**config.mk**
```make
export PLATFORM = sky130hd
export DESIGN_NAME = tcw_ctrl
export DESIGN_NICKNAME = d
export VERILOG_FILES = /design/src/rtl/core/tcw_pkg.sv /design/src/rtl/core/tcw_ctrl.sv
export SDC_FILE = /design/constraint.sdc
export NUM_CORES = 1
export LEC_CHECK = 0
export BUFFER_PORTS_ARGS = -buffer_cell sky130_fd_sc_hd__buf_2
export CAP_MARGIN = 20
export CORE_AREA = 4 4 41 43
export CTS_BUF_LIST = sky130_fd_sc_hd__clkbuf_16
export DETAILED_ROUTE_END_ITERATION = 8
export DIE_AREA = 0 0 45 47
export MAX_ROUTING_LAYER = met4
export SYNTH_ARGS = -nofsm -noshare
export SYNTH_HDL_FRONTEND = slang
export SYNTH_SLANG_ARGS = --single-unit
```
**constraint.sdc**
```tcl
create_clock -name clk -period 2.3 [get_ports clk]
set_input_delay 0.23 -clock clk [delete_from_list [all_inputs] [get_ports clk]]
set_output_delay 0.23 -clock clk [all_outputs]
set_load 0.01 [all_outputs]
```
**src/rtl/core/tcw_pkg.sv**
```systemverilog
`timescale 1ns / 1ps
// ----------------------------------------------------------------------------
// tcw_pkg: shared types and constants of the text console writer
// Transfer payloads, operation codes, character constants and the
// command and status groups between the controller and the datapath.
// ----------------------------------------------------------------------------
package tcw_pkg;

	// Operation codes
	localparam logic [1:0] OP_PUT   = 2'd0;
	localparam logic [1:0] OP_READ  = 2'd1;
	localparam logic [1:0] OP_CLEAR = 2'd2;

	// Character and attribute constants
	localparam logic [7:0] NEWLINE_CHAR       = 8'h0A;
	localparam logic [7:0] SPACE_CHAR         = 8'h20;
	localparam logic [7:0] DEFAULT_BLANK_ATTR = 8'h0F;

	// Output field types
	typedef logic [4:0] row_field_t;
	typedef logic [6:0] col_field_t;

	typedef struct packed {
		logic [1:0] operation;
		logic [7:0] char_code;
		logic [7:0] attribute;
		logic [4:0] read_row;
		logic [6:0] read_col;
	} in_item_t;

	typedef struct packed {
		logic [15:0] cell_value;
		row_field_t  cursor_row;
		col_field_t  cursor_col;
		logic        scrolled;
	} out_item_t;

	// Kind of pass over the screen memory
	typedef enum logic [1:0] {
		SW_INIT,
		SW_CLEAR,
		SW_SCROLL
	} sweep_kind_t;

	// Source of a result item
	typedef enum logic [1:0] {
		RES_PUT,
		RES_READ,
		RES_PLAIN,
		RES_SCROLL
	} res_sel_t;

	typedef struct packed {
		logic        put_go;
		logic        read_go;
		logic        sweep_start;
		sweep_kind_t sweep_kind;
		logic        sweep_run;
		logic        produce;
		res_sel_t    res_sel;
	} ctrl_cmd_t;

	typedef struct packed {
		logic skid_full;
		logic scroll_need;
		logic sweep_last;
	} dp_stat_t;

endpackage

```
**src/rtl/core/tcw_ctrl.sv**
```systemverilog
`timescale 1ns / 1ps
// ----------------------------------------------------------------------------
// tcw_ctrl: operation sequencer of the text console writer
// Decodes each input transfer, starts reads and memory passes and tells
// the datapath when a result is ready.
// ----------------------------------------------------------------------------
module tcw_ctrl (
	input  logic                 clk,
	input  logic                 arst_n,
	input  logic                 in_valid,
	output logic                 in_ready,
	input  logic [1:0]           operation,
	input  tcw_pkg::dp_stat_t    stat,
	output tcw_pkg::ctrl_cmd_t   cmd
);

	typedef enum logic [1:0] {
		ST_IDLE,
		ST_READ,
		ST_SWEEP,
		ST_DRAIN
	} state_t;

	state_t state_q;
	logic   report_q;
	logic   scroll_q;
	logic   accept;

	assign in_ready = (state_q == ST_IDLE) && !stat.skid_full;
	assign accept   = in_valid && in_ready;

	// Decode commands for the datapath
	always_comb begin
		cmd             = '0;
		cmd.sweep_kind  = tcw_pkg::SW_CLEAR;
		cmd.res_sel     = tcw_pkg::RES_PLAIN;
		unique case (state_q)
			ST_IDLE: begin
				if (accept) begin
					unique case (operation)
						tcw_pkg::OP_PUT: begin
							cmd.put_go = 1'b1;
							if (stat.scroll_need) begin
								cmd.sweep_start = 1'b1;
								cmd.sweep_kind  = tcw_pkg::SW_SCROLL;
							end else begin
								cmd.produce = 1'b1;
								cmd.res_sel = tcw_pkg::RES_PUT;
							end
						end
						tcw_pkg::OP_READ: begin
							cmd.read_go = 1'b1;
						end
						tcw_pkg::OP_CLEAR: begin
							cmd.sweep_start = 1'b1;
							cmd.sweep_kind  = tcw_pkg::SW_CLEAR;
						end
						default: begin
							cmd.produce = 1'b1;
						end
					endcase
				end
			end
			ST_READ: begin
				cmd.produce = 1'b1;
				cmd.res_sel = tcw_pkg::RES_READ;
			end
			ST_SWEEP: begin
				cmd.sweep_run = 1'b1;
			end
			ST_DRAIN: begin
				cmd.produce = report_q;
				cmd.res_sel = scroll_q ? tcw_pkg::RES_SCROLL : tcw_pkg::RES_PLAIN;
			end
			default: begin
				cmd.produce = 1'b0;
			end
		endcase
	end

	// Hold state; reset starts the power-up clearing pass
	always_ff @(posedge clk or negedge arst_n) begin
		if (!arst_n) begin
			state_q  <= ST_SWEEP;
			report_q <= 1'b0;
			scroll_q <= 1'b0;
		end else begin
			unique case (state_q)
				ST_IDLE: begin
					if (accept) begin
						unique case (operation)
							tcw_pkg::OP_PUT: begin
								if (stat.scroll_need) begin
									state_q  <= ST_SWEEP;
									report_q <= 1'b1;
									scroll_q <= 1'b1;
								end
							end
							tcw_pkg::OP_READ: begin
								state_q <= ST_READ;
							end
							tcw_pkg::OP_CLEAR: begin
								state_q  <= ST_SWEEP;
								report_q <= 1'b1;
								scroll_q <= 1'b0;
							end
							default: begin
								state_q <= ST_IDLE;
							end
						endcase
					end
				end
				ST_READ: begin
					state_q <= ST_IDLE;
				end
				ST_SWEEP: begin
					if (stat.sweep_last) begin
						state_q <= ST_DRAIN;
					end
				end
				ST_DRAIN: begin
					state_q <= ST_IDLE;
				end
				default: begin
					state_q <= ST_IDLE;
				end
			endcase
		end
	end

endmodule

```
# Word-level counts from Yosys, hierarchy flattened
# Cells that the tools add are included.
# W data, S select, Z words.
dict set report word_totals {
  ff_bits 4
  in_bits 8
  out_inout_bits 10
}
dict set report classes {
  eq_ne 9
  mux 21
  n_reduce_logical 10
}
# op count
set ops {}
lappend ops {{$pmux W2 S3} 2}
lappend ops {{$mux W5} 2}
lappend ops {{$mux W3} 3}
lappend ops {{$pmux W3 S3} 1}
lappend ops {{$mux W2} 4}
lappend ops {{$eq A2 B2 Y1 const B} 3}
lappend ops {{$ne A2 B2 Y1 const B} 3}
lappend ops {{$pmux W1 S2} 3}
lappend ops {{$pmux W3 S2} 1}
lappend ops {{$mux W1} 5}
lappend ops {{$eq A2 B1 Y1 const B} 2}
lappend ops {{$logic_not A2 Y1} 2}
lappend ops {{$reduce_and A4 Y1} 1}
lappend ops {{$reduce_or A2 Y1} 2}
lappend ops {{$ne A3 B3 Y1 const B} 1}
lappend ops {{$reduce_and A3 Y1} 1}
lappend ops {{$logic_and A1 B1 Y1} 2}
lappend ops {{$reduce_bool A2 Y1} 1}
lappend ops {{$logic_not A1 Y1} 1}

# Logic depth before layout (Yosys ltp)
# Gate-level depths: netlist of the first run.
dict set report logic_depth {
  word_depth 5
  depth_mapped 3
  mapped_depth_nobuf 3
}

# Worst setup path before layout of the first run
# No wires, ideal clock.
dict set report synth_timing {
  path_kind {reg-to-output}
  from {register state_q[0]}
  to {output cmd[2] (netlist name)}
  arrival_time_ps 1284
  required_ps 2070
  setup_slack_ps 786
  stages_incl_launch_ff 3
  cell_sequence {dfrtp_1 > or4b_4 > o21ai_0}
}
# item line
set synth_lines {}
lappend synth_lines {{start: declaration} tcw_ctrl.sv:24} ;# state_t state_q;
lappend synth_lines {{start signal: assignment} tcw_ctrl.sv:84} ;# state_q <= ST_SWEEP;
lappend synth_lines {{start signal: assignment} tcw_ctrl.sv:94} ;# state_q <= ST_SWEEP;
lappend synth_lines {{start signal: assignment} tcw_ctrl.sv:100} ;# state_q <= ST_READ;
lappend synth_lines {{end: declaration} tcw_ctrl.sv:14} ;# output tcw_pkg::ctrl_cmd_t cmd

==> flow_metrics.py, run 1 <==
metrics = {
    "synthesis": {
        "synthXorXnorAreaFrac": 0,
        "synth_top_family_by_area": "simple AND/OR/NAND/NOR gates",
        "synthFlopType": "dfrtp_1",
        "yosysSeqAreaShare": 0.3733,
        "async_reset_ff_frac": 1.000,
        "syn_inst": 29,
        "synth_compound_area_frac": 0.1982,
        "synth_mux_area_frac": 0,
        "ys_seq_elements": 4,
        "synth_fa_ha_area_frac": 0,
        "synth_area_um2": 271.5,
        "synth.avg_cell_area_um2": 9.362,
        "syn-num-nets": 37,
        "synthSimpleGateAreaFrac": 0.4147,
        "synth_cell_types": 19,
        "synth_edf_count": 0,
        "ys_warn_count": 0,
    },
    "final_layout": {
        "layout_commonest_cell": "buf_2",
        "mostFrequentLayoutCells": "buf_2, nor2_1, clkbuf_16, dfrtp_1",
        "drive_gt1_frac": 0.4902,
        "finalNetCount": 60,
        "n_antenna_cell": 0,
        "fillers": 151,
        "regArea_um2": 101.3,
        "areaGrowthSynthToFinish_pct": 70.97,
        "multi_input_area_um2": 166.4,
        "final_core_util": 0.3567,
    },
    "pwr": {
        "vdd_drop_max_mv": 0.6078,
        "p_per_area_nw_per_um2": 1191,
        "p_leak_nw": 0.2332,
    },
    "sta": {
        "rsz0062_at_grt": "no",
        "period_share": 0.8123,
        "period_needed_ns": 1.868,
        "clock.fmax_mhz": 535.3,
        "slew_headroom": 0.7134,
        "drv_slew": 0,
        "finClkSkew_ns": 0.001456,
        "finalHoldViolCount": 0,
        "worst_pin_slew_ns": 0.4289,
        "setup_viol": 0,
        "tns_ns": 0,
        "hold_ws_ns": 0.3076,
    },
    "cts": {
        "clk_path_buf_depth": 2,
        "cts-root-buf": "clkbuf_16",
        "cts_buffers": 3,
        "cts.sinks": 4,
        "clk_pin_slew_ns": 0.03,
        "clk_latency_ns": 0.22,
        "cts_resized": 0,
        "htree_levels": 1,
        "cts_tree": "done",
        "cts_hold_buffers": 1,
        "cts_post_setup_buffers_inserted": 0,
    },
    "setup_path": {
        "cp-start-kind": "flop",
        "crit_fanout": 8,
        "crit_arrival_ns": 1.64,
        "crit_path_end_kind": "primary output",
        "worstPathCellList": "or4b_4 -> nor3_2 -> buf_2",
        "critPathRequiredTime_ns": 2.07,
        "critical_path.max_stage_delay_ns": 0.58,
        "path_delay_family": "simple AND/OR/NAND/NOR gates",
        "critPathSlowestCell": "or4b_4",
        "crit_type": "flop to primary output",
        "worst-path-buf-inv": 1,
    },
    "die": {
        "die_y_um": 47,
        "die_width_um": 45,
        "fp.coreArea_um2": 1301,
        "die_area_um2": 2115,
        "ios": 18,
        "initial_core_util": 0.2087,
        "rows": 13,
    },
    "place": {
        "port_buffers": 17,
        "hpwl_um": 590.6,
        "gp_congestion": 0.7009,
    },
    "drt": {
        "drt_iter0_drc": 1,
        "viasPerCell": 4.409,
        "antenna_left": 0,
        "totalWireLength_um": 726,
        "drc": 0,
        "vias": 291,
        "wl_per_cell_um": 11.00,
        "dr.pass1.iters": 2,
    },
    "min_path": {
        "hold_class": "input pin to flop",
    },
    "run": {
        "drv_cap": 0,
    },
    "global_routing": {
        "grt_max_degree": 9,
        "globalRouteOverflowTotal": 0,
        "grt_antenna_before_repair": 0,
        "grt_pass1_wl_mm": 1.104,
        "grt_pass1_vias": 273,
        "track_usage": 0.07862,
    },
    "outcome": {
        "status": "completed",
    },
}
sequential cells by signal, indices dropped and copies added (netlist names):
signal	cells
report_q	1
scroll_q	1
state_q	2
per-layer routing:
metal | wire, um | track usage
met5 | 0 | -
met4 | 0 | 0.01754
met3 | 98 | 0.05364
met2 | 293 | 0.1073
met1 | 334 | 0.09425
logic make-up (layout without fill, tap and decap cells):
group / count (synthesis) / count (layout)
simple gates: 16 / 16
compound gates: 8 / 8
flops: 4 / 4
buf+inv: 1 / 23
layout make-up:
cell class                      instances  share of cell area
Tap cell                               15             0.04043
Multi-Input combinational cell         24              0.3585
Clock buffer                            3              0.1617
Sequential cell                         4              0.2183
Timing Repair Buffer                   18              0.2049
Inverter                                1            0.008086
Clock inverter                          1            0.008086
worst reg2reg max path: stages (launching register included):
cell	delay [ns]
dfrtp_1	0.44
or4b_4	0.58
nor3b_4	0.21
o21ba_1	0.15
stage by stage:
step	setup WS, ns	power, W	cell area, um^2	std cells
floorplan	0.7859	0.0002208	271.5	29
global placement	0.6587	0.0002827	375.4	61
detailed placement	0.6574	0.0002836	375.4	61
CTS	0.4126	0.0005617	464.2	66
global route	0.3452	0.0005937	464.2	66
finish	0.4318	0.0005531	464.2	66
cell usage after synthesis, drive strengths merged (2+ instances only):
library cell | count | area, um^2
dfrtp | 3 | 75.07
and2 | 2 | 12.51
nor3b | 2 | 26.28
nor2 | 3 | 11.26
nor3 | 3 | 20.02
o21ai | 2 | 10.01
nand2 | 2 | 7.510
a31oi | 2 | 12.51
or2 | 2 | 12.51
where the power goes:
group | switching, W | internal (W) | total (W)
combinational | 0.0000803 | 0.0000730 | 0.000153
sequential | 0.0000253 | 0.000102 | 0.000128
clock | 0.0000477 | 0.000224 | 0.000272
final timing paths:
path | from | to | slack [ns] | cells after the start
max in group asynchronous | arst_n | state_q[1]$_DFFE_PN1P_ | 1.76 | 2
min reg2reg | report_q$_DFFE_PN0P_ | report_q$_DFFE_PN0P_ | 0.46 | 1
min | operation[1] | scroll_q$_DFFE_PN0P_ | 0.31 | 2
min in group asynchronous | arst_n | scroll_q$_DFFE_PN0P_ | 0.34 | 2
max | state_q[0]$_DFFE_PN0P_ | cmd[6] | 0.43 | 3
max reg2reg | state_q[0]$_DFFE_PN0P_ | state_q[0]$_DFFE_PN0P_ | 0.86 | 3
(Power assumes the default switching activity.)
==> run 2: changes to the inputs <==
Settings changed: ABC_AREA set to 1.
Clock period 2.3 ns to 1.7 ns, I/O delays scaled along.
==> run 2 against run 1 <==
  * Die area unchanged
  * Register-to-register slack worse by 0.19 ns
  * Critical path depth up 3
  * Utilization up 3.1 points
  * Cell count up 27%
  * Via count up 21%
  * Non-clock buffer count unchanged
  * First-iteration DRC count rose to 5.0 times the previous value
  * Clock power up 35%
  * Critical path type unchanged
==> flow_metrics.py, run 2 <==
metrics = {
    "cts": {
        "cts_tree": "done",
        "clk_pin_slew_ns": 0.03,
        "cts_post_setup_buffers_inserted": 0,
        "clk_latency_ns": 0.22,
        "cts-root-buf": "clkbuf_16",
        "cts_buffers": 3,
        "htree_levels": 1,
        "cts.sinks": 4,
        "clk_path_buf_depth": 2,
    },
    "die": {
        "rows": 13,
        "die_y_um": 47,
        "die_area_um2": 2115,
        "die_width_um": 45,
        "initial_core_util": 0.2394,
        "ios": 18,
        "fp.coreArea_um2": 1301,
    },
    "synthesis": {
        "syn_inst": 47,
        "synth_area_um2": 311.5,
        "synth_top_area_frac": 0.2410,
        "ys_seq_elements": 4,
        "ys_warn_count": 0,
        "yosysSeqAreaShare": 0.3253,
        "synthFlopType": "dfrtp_1",
        "synth_area_leaders": "dfrtp_1, inv_1, nand2_1, nor2_1, dfstp_2",
        "synth_edf_count": 0,
        "syn-num-nets": 55,
        "synth.avg_cell_area_um2": 6.629,
        "yosysMostFrequentCell": "inv_1",
        "synthTopCellsByCount": "inv_1, nand2_1, nor2_1, o21ai_0, dfrtp_1",
        "async_reset_ff_frac": 1.000,
        "synth_cell_types": 13,
        "synth_top_area_cell": "dfrtp_1",
    },
    "setup_path": {
        "r2r_end": "scroll_q$_DFFE_PN0P_",
        "crit_path_end_kind": "primary output",
        "r2r_start": "state_q[0]$_DFFE_PN0P_",
        "crit_type": "flop to primary output",
        "crit_arrival_ns": 1.26,
        "cp-start-kind": "flop",
        "crit_path_start": "state_q[1]$_DFFE_PN1P_",
        "worstRegToRegCells": 4,
        "critPathRequiredTime_ns": 1.53,
        "crit_fanout": 8,
        "rrSetupSlack_ns": 0.67,
    },
    "drt": {
        "wl_per_cell_um": 9.631,
        "totalWireLength_um": 809,
        "drt_iter0_drc": 5,
        "dr.pass1.iters": 4,
        "vias": 352,
        "drc": 0,
        "viasPerCell": 4.190,
        "antenna_left": 0,
    },
    "pwr": {
        "vdd_drop_max_mv": 1.122,
        "power_w": 0.0008250,
        "p_leak_nw": 0.2829,
        "p_per_area_nw_per_um2": 1636,
    },
    "sta": {
        "drv_slew": 0,
        "finClkSkew_ns": 0.0005747,
        "slew_headroom": 0.7877,
        "period_share": 0.8413,
        "setup_viol": 0,
        "finalHoldViolCount": 0,
        "clock.fmax_mhz": 699.2,
        "period_needed_ns": 1.430,
        "worst_pin_slew_ns": 0.3151,
        "rsz0062_at_grt": "no",
        "tns_ns": 0,
    },
    "final_layout": {
        "drive_gt1_frac": 0.3623,
        "largest_register_ffs": 2,
        "mostFrequentLayoutCells": "buf_2, inv_1, nand2_1, nor2_1, o21ai_0",
        "top_regs": "state_q: 2 flops, report_q: 1 flops, scroll_q: 1 flops",
        "finalNetCount": 78,
        "areaGrowthSynthToFinish_pct": 61.85,
        "layout_commonest_cell": "buf_2",
        "n_antenna_cell": 0,
        "instances_no_fill": 84,
        "largest_register": "state_q",
    },
    "place": {
        "placed_cells": 79,
        "port_buffers": 17,
        "hpwl_um": 663.2,
        "gp_congestion": 0.7754,
    },
    "min_path": {
        "whs_path_depth": 3,
        "hold_start": "stat[0]",
        "min_to": "state_q[0]$_DFFE_PN0P_",
        "hold_class": "input pin to flop",
    },
    "global_routing": {
        "globalRouteOverflowTotal": 0,
        "grt_pass1_wl_mm": 1.352,
        "grt_max_degree": 9,
        "track_usage": 0.09493,
        "grt_antenna_before_repair": 0,
        "grt_pass1_vias": 353,
    },
    "run": {
        "drv_cap": 0,
    },
    "outcome": {
        "status": "completed",
    },
}
[run 2: changes by cell type in the layout (fill, tap and decap cells not counted), moves of 3 or more]
cell | before | now
nand2_1 | 2 | 9
inv_1 | 2 | 11
o21ai_0 | 2 | 5
nor2_1 | 3 | 8
[run 2: worst max-delay path by stage]
stage | endpoint | slack [ns] | cells after the start
floorplan | cmd[1] | 0.60 | 4
global placement | cmd[2] | 0.51 | 6
detailed placement | cmd[2] | 0.49 | 6
CTS | cmd[2] | 0.26 | 6
global route | cmd[1] | 0.17 | 5
finish | cmd[2] | 0.27 | 6
[run 2: worst max-delay path, stage by stage (launching register included)]
cell	delay [ns]
dfstp_2	0.58
nor2_4	0.07
nand3_4	0.11
inv_1	0.05
nand2_1	0.06
nand2_1	0.04
buf_2	0.13
[run 2: power breakdown]
part	internal (W)	switching, W	total, W
Clock	0.000303	0.0000647	0.000368
Combinational	0.000112	0.000168	0.000280
Sequential	0.000140	0.0000368	0.000177
Total	0.000555	0.000270	0.000825
[run 2: per-layer routing]
metal | part of all wire | vias to the layer above | routed length, um | track usage
met5 | 0 | - | 0 | -
met1 | 0.47 | 150 | 379 | 0.1170
met3 | 0.10 | 0 | 83 | 0.06130
li1 | - | 187 | - | -
met2 | 0.43 | 15 | 346 | 0.1299
met4 | 0 | 0 | 0 | 0.01754
[run 2: per-stage QoR]
step	utilization	hold WS (ns)	area [um^2]	worst slack, ns
after floorplan	-	-0.1256	311.5	0.6020
after global placement	0.3192	-0.02265	415.4	0.5097
after detailed placement	0.3192	-0.02205	415.4	0.4934
after CTS	0.3875	0.2084	504.2	0.2576
after global routing	0.3875	0.2251	504.2	0.1729
final	0.3875	0.2035	504.2	0.2697
[run 2: final cells by class]
class / count / area (um^2)
clock buffer: 3 / 75.07
tap: 15 / 18.77
multi-input combinational: 32 / 168.9
sequential: 4 / 101.3
fill: 156 / 797.0
inverter: 11 / 41.29
timing repair buffer: 18 / 95.09
clock inverter: 1 / 3.754
[run 2: logic make-up (layout without fill, tap and decap cells)]
family                 Yosys count  after routing  share of synthesized area
buffers and inverters           11             33                     0.1325
flip-flops                       4              4                     0.3253
AND/OR/NAND/NOR                 23             23                     0.3815
AO/OA/AOI/OAI                    9              9                     0.1606
[run 2: what timing repair did]
item,CTS,global route
hold buffers,1,0
endpoints found under the hold margin,4,0
resized for setup,0,0
==> run 3: changes to the inputs <==
Clock period 1.7 ns to 1.2 ns, I/O delays scaled along.
==> run 3 against run 2 <==
  * The flow now finishes with violations (negative setup slack)
  * Die area unchanged
  * Count of clock-buffer cells in the layout unchanged
  * Register-to-register slack got worse by 0.59 ns
  * Combinational power increased by 100%
  * Worst setup slack got worse by 0.42 ns
  * Utilization up 5.3 points
  * Highest routed layer unchanged
  * Hold slack got worse by 0.040 ns
  * Clock skew is essentially flat
  * Clock power increased by 42%
  * Sequential cell count unchanged
  * Non-clock buffer count rose by 5
==> flow_metrics.py, run 3 (same netlist as run 2, synthesis figures left out) <==
metrics = {
    "place": {
        "placed_cells": 79,
        "hpwl_um": 666.1,
        "gp_congestion": 0.7753,
        "port_buffers": 17,
    },
    "sta": {
        "setup_viol": 10,
        "hold_ws_ns": 0.1635,
        "slew_headroom": 0.7844,
        "period_share": 1.124,
        "finClkSkew_ns": 0.0002308,
        "finalHoldViolCount": 0,
        "worst_pin_slew_ns": 0.3201,
        "fin_ws_ns": -0.1489,
        "clock.fmax_mhz": 741.3,
        "period_needed_ns": 1.349,
        "rsz0062_at_grt": "yes",
        "drv_slew": 0,
    },
    "setup_path": {
        "crit_arrival_ns": 1.23,
        "worstRegToRegCells": 5,
        "crit_type": "flop to primary output",
        "critical_path.max_stage_delay_ns": 0.56,
        "crit_fanout": 7,
        "crit_path_end_kind": "primary output",
        "worstPathCellList": "nor2_4 -> nand3_4 -> inv_1 -> nand2_1 -> nand2_1 -> buf_2",
        "critPathRequiredTime_ns": 1.08,
        "critPathSlowestCell": "dfstp_2",
        "cp-start-kind": "flop",
        "cp_common_cell": "nand2_1",
    },
    "final_layout": {
        "n_antenna_cell": 0,
        "areaGrowthSynthToFinish_pct": 83.94,
        "finalNetCount": 83,
        "largest_register_ffs": 2,
        "instances_no_fill": 89,
        "drive_gt1_frac": 0.4730,
        "final_core_util": 0.4404,
        "layout_commonest_cell": "buf_2",
        "largest_register": "state_q",
        "top_regs": "state_q: 2 flops, report_q: 1 flops, scroll_q: 1 flops",
        "mostFrequentLayoutCells": "buf_2, inv_1, nor2_1, nand2_1, o21ai_0",
    },
    "global_routing": {
        "globalRouteOverflowTotal": 0,
        "grt_max_degree": 8,
        "track_usage": 0.09984,
        "grt_antenna_before_repair": 0,
        "grt_pass1_wl_mm": 1.428,
        "grt_pass1_vias": 364,
    },
    "drt": {
        "wl_per_cell_um": 9.551,
        "totalWireLength_um": 850,
        "antenna_left": 0,
        "drc": 0,
        "viasPerCell": 4.247,
        "drt_iter0_drc": 2,
        "vias": 378,
        "dr.pass1.iters": 2,
    },
    "outcome": {
        "status": "finished, violations left",
        "violations": "negative setup slack",
    },
    "cts": {
        "cts_buffers": 3,
        "clk_latency_ns": 0.22,
        "cts.sinks": 4,
        "clk_path_buf_depth": 2,
        "htree_levels": 1,
        "clk_pin_slew_ns": 0.03,
        "cts-root-buf": "clkbuf_16",
        "cts_tree": "done",
    },
    "pwr": {
        "p_int_w": 0.0008979,
        "p_leak_nw": 0.3112,
        "vdd_drop_max_mv": 1.057,
        "p_per_area_nw_per_um2": 2325,
        "power_frac_comb": 0.423,
        "power_frac_seq": 0.183,
        "power_w": 0.001332,
        "switchingPower_w": 0.0004344,
        "clkPwrFrac": 0.393,
        "switching_share": 0.3261,
    },
    "die": {
        "fp.coreArea_um2": 1301,
        "die_y_um": 47,
        "initial_core_util": 0.2394,
        "die_area_um2": 2115,
        "ios": 18,
        "die_width_um": 45,
        "rows": 13,
    },
    "min_path": {
        "hold_class": "input pin to flop",
        "whs_path_depth": 3,
    },
    "run": {
        "drv_cap": 0,
    },
}
## run 3: through the flow
| stage | instance area (um^2) | TNS [ns] | worst slack (ns) |
|---|---|---|---|
| after floorplan | 311.5 | 0 | 0.1520 |
| after global placement | 415.4 | 0 | 0.05962 |
| after detailed placement | 415.4 | 0 | 0.04495 |
| after CTS | 546.8 | -0.8721 | -0.1399 |
| after global routing | 573.1 | -1.516 | -0.2207 |
| final | 573.1 | -0.8004 | -0.1489 |
## run 3: layout make-up
| type | count | area, um^2 |
|---|---|---|
| Timing Repair Buffer | 23 | 155.1 |
| Fill cell | 146 | 728.2 |
| Inverter | 11 | 43.79 |
| Sequential cell | 4 | 101.3 |
| Clock buffer | 3 | 75.07 |
| Multi-Input combinational cell | 32 | 175.2 |
| Tap cell | 15 | 18.77 |
| Clock inverter | 1 | 3.754 |
## run 3: timing repair
item                                    in CTS  in global routing
pin swaps                                    2                  1
setup buffers                                4                  1
gates resized for setup                      2                  8
hold buffers                                 1                  0
endpoints found under the setup margin       8                 11
endpoints found under the hold margin        4                  0
## run 3: final timing paths
kind / start / endpoint / slack [ns]
max: state_q[1]$_DFFE_PN1P_ / cmd[2] / -0.15
min: stat[0] / state_q[0]$_DFFE_PN0P_ / 0.16
max reg2reg: state_q[1]$_DFFE_PN1P_ / state_q[0]$_DFFE_PN0P_ / 0.08
min reg2reg: report_q$_DFFE_PN0P_ / report_q$_DFFE_PN0P_ / 0.51
max in group asynchronous: arst_n / state_q[1]$_DFFE_PN1P_ / 0.77
min in group asynchronous: arst_n / report_q$_DFFE_PN0P_ / 0.23
## run 3: power by group through the flow
| stage | Combinational (W) | Clock (W) | Sequential (W) |
|---|---|---|---|
| global route | 0.000642 | 0.000548 | 0.000252 |
| CTS | 0.000487 | 0.000533 | 0.000239 |
| detailed placement | 0.000402 | 0 | 0.000252 |
| floorplan | 0.000273 | 0 | 0.000241 |
| global placement | 0.000400 | 0 | 0.000249 |
| finish | 0.000564 | 0.000524 | 0.000244 |
## run 3: layer usage
| layer | wire, um | vias to the layer above | share of wire | track usage |
|---|---|---|---|---|
| li1 | - | 200 | - | - |
| met1 | 385 | 163 | 0.45 | 0.1216 |
| met2 | 387 | 15 | 0.46 | 0.1441 |
| met3 | 77 | 0 | 0.091 | 0.05747 |
| met4 | 0 | 0 | 0 | 0.01754 |
| met5 | 0 | - | 0 | - |
## run 3: critical path: cells and delay by family (launching register included)
kind | cells | cell delay (ns)
flops | 1 | 0.56
buf+inv | 2 | 0.18
simple gates | 4 | 0.26
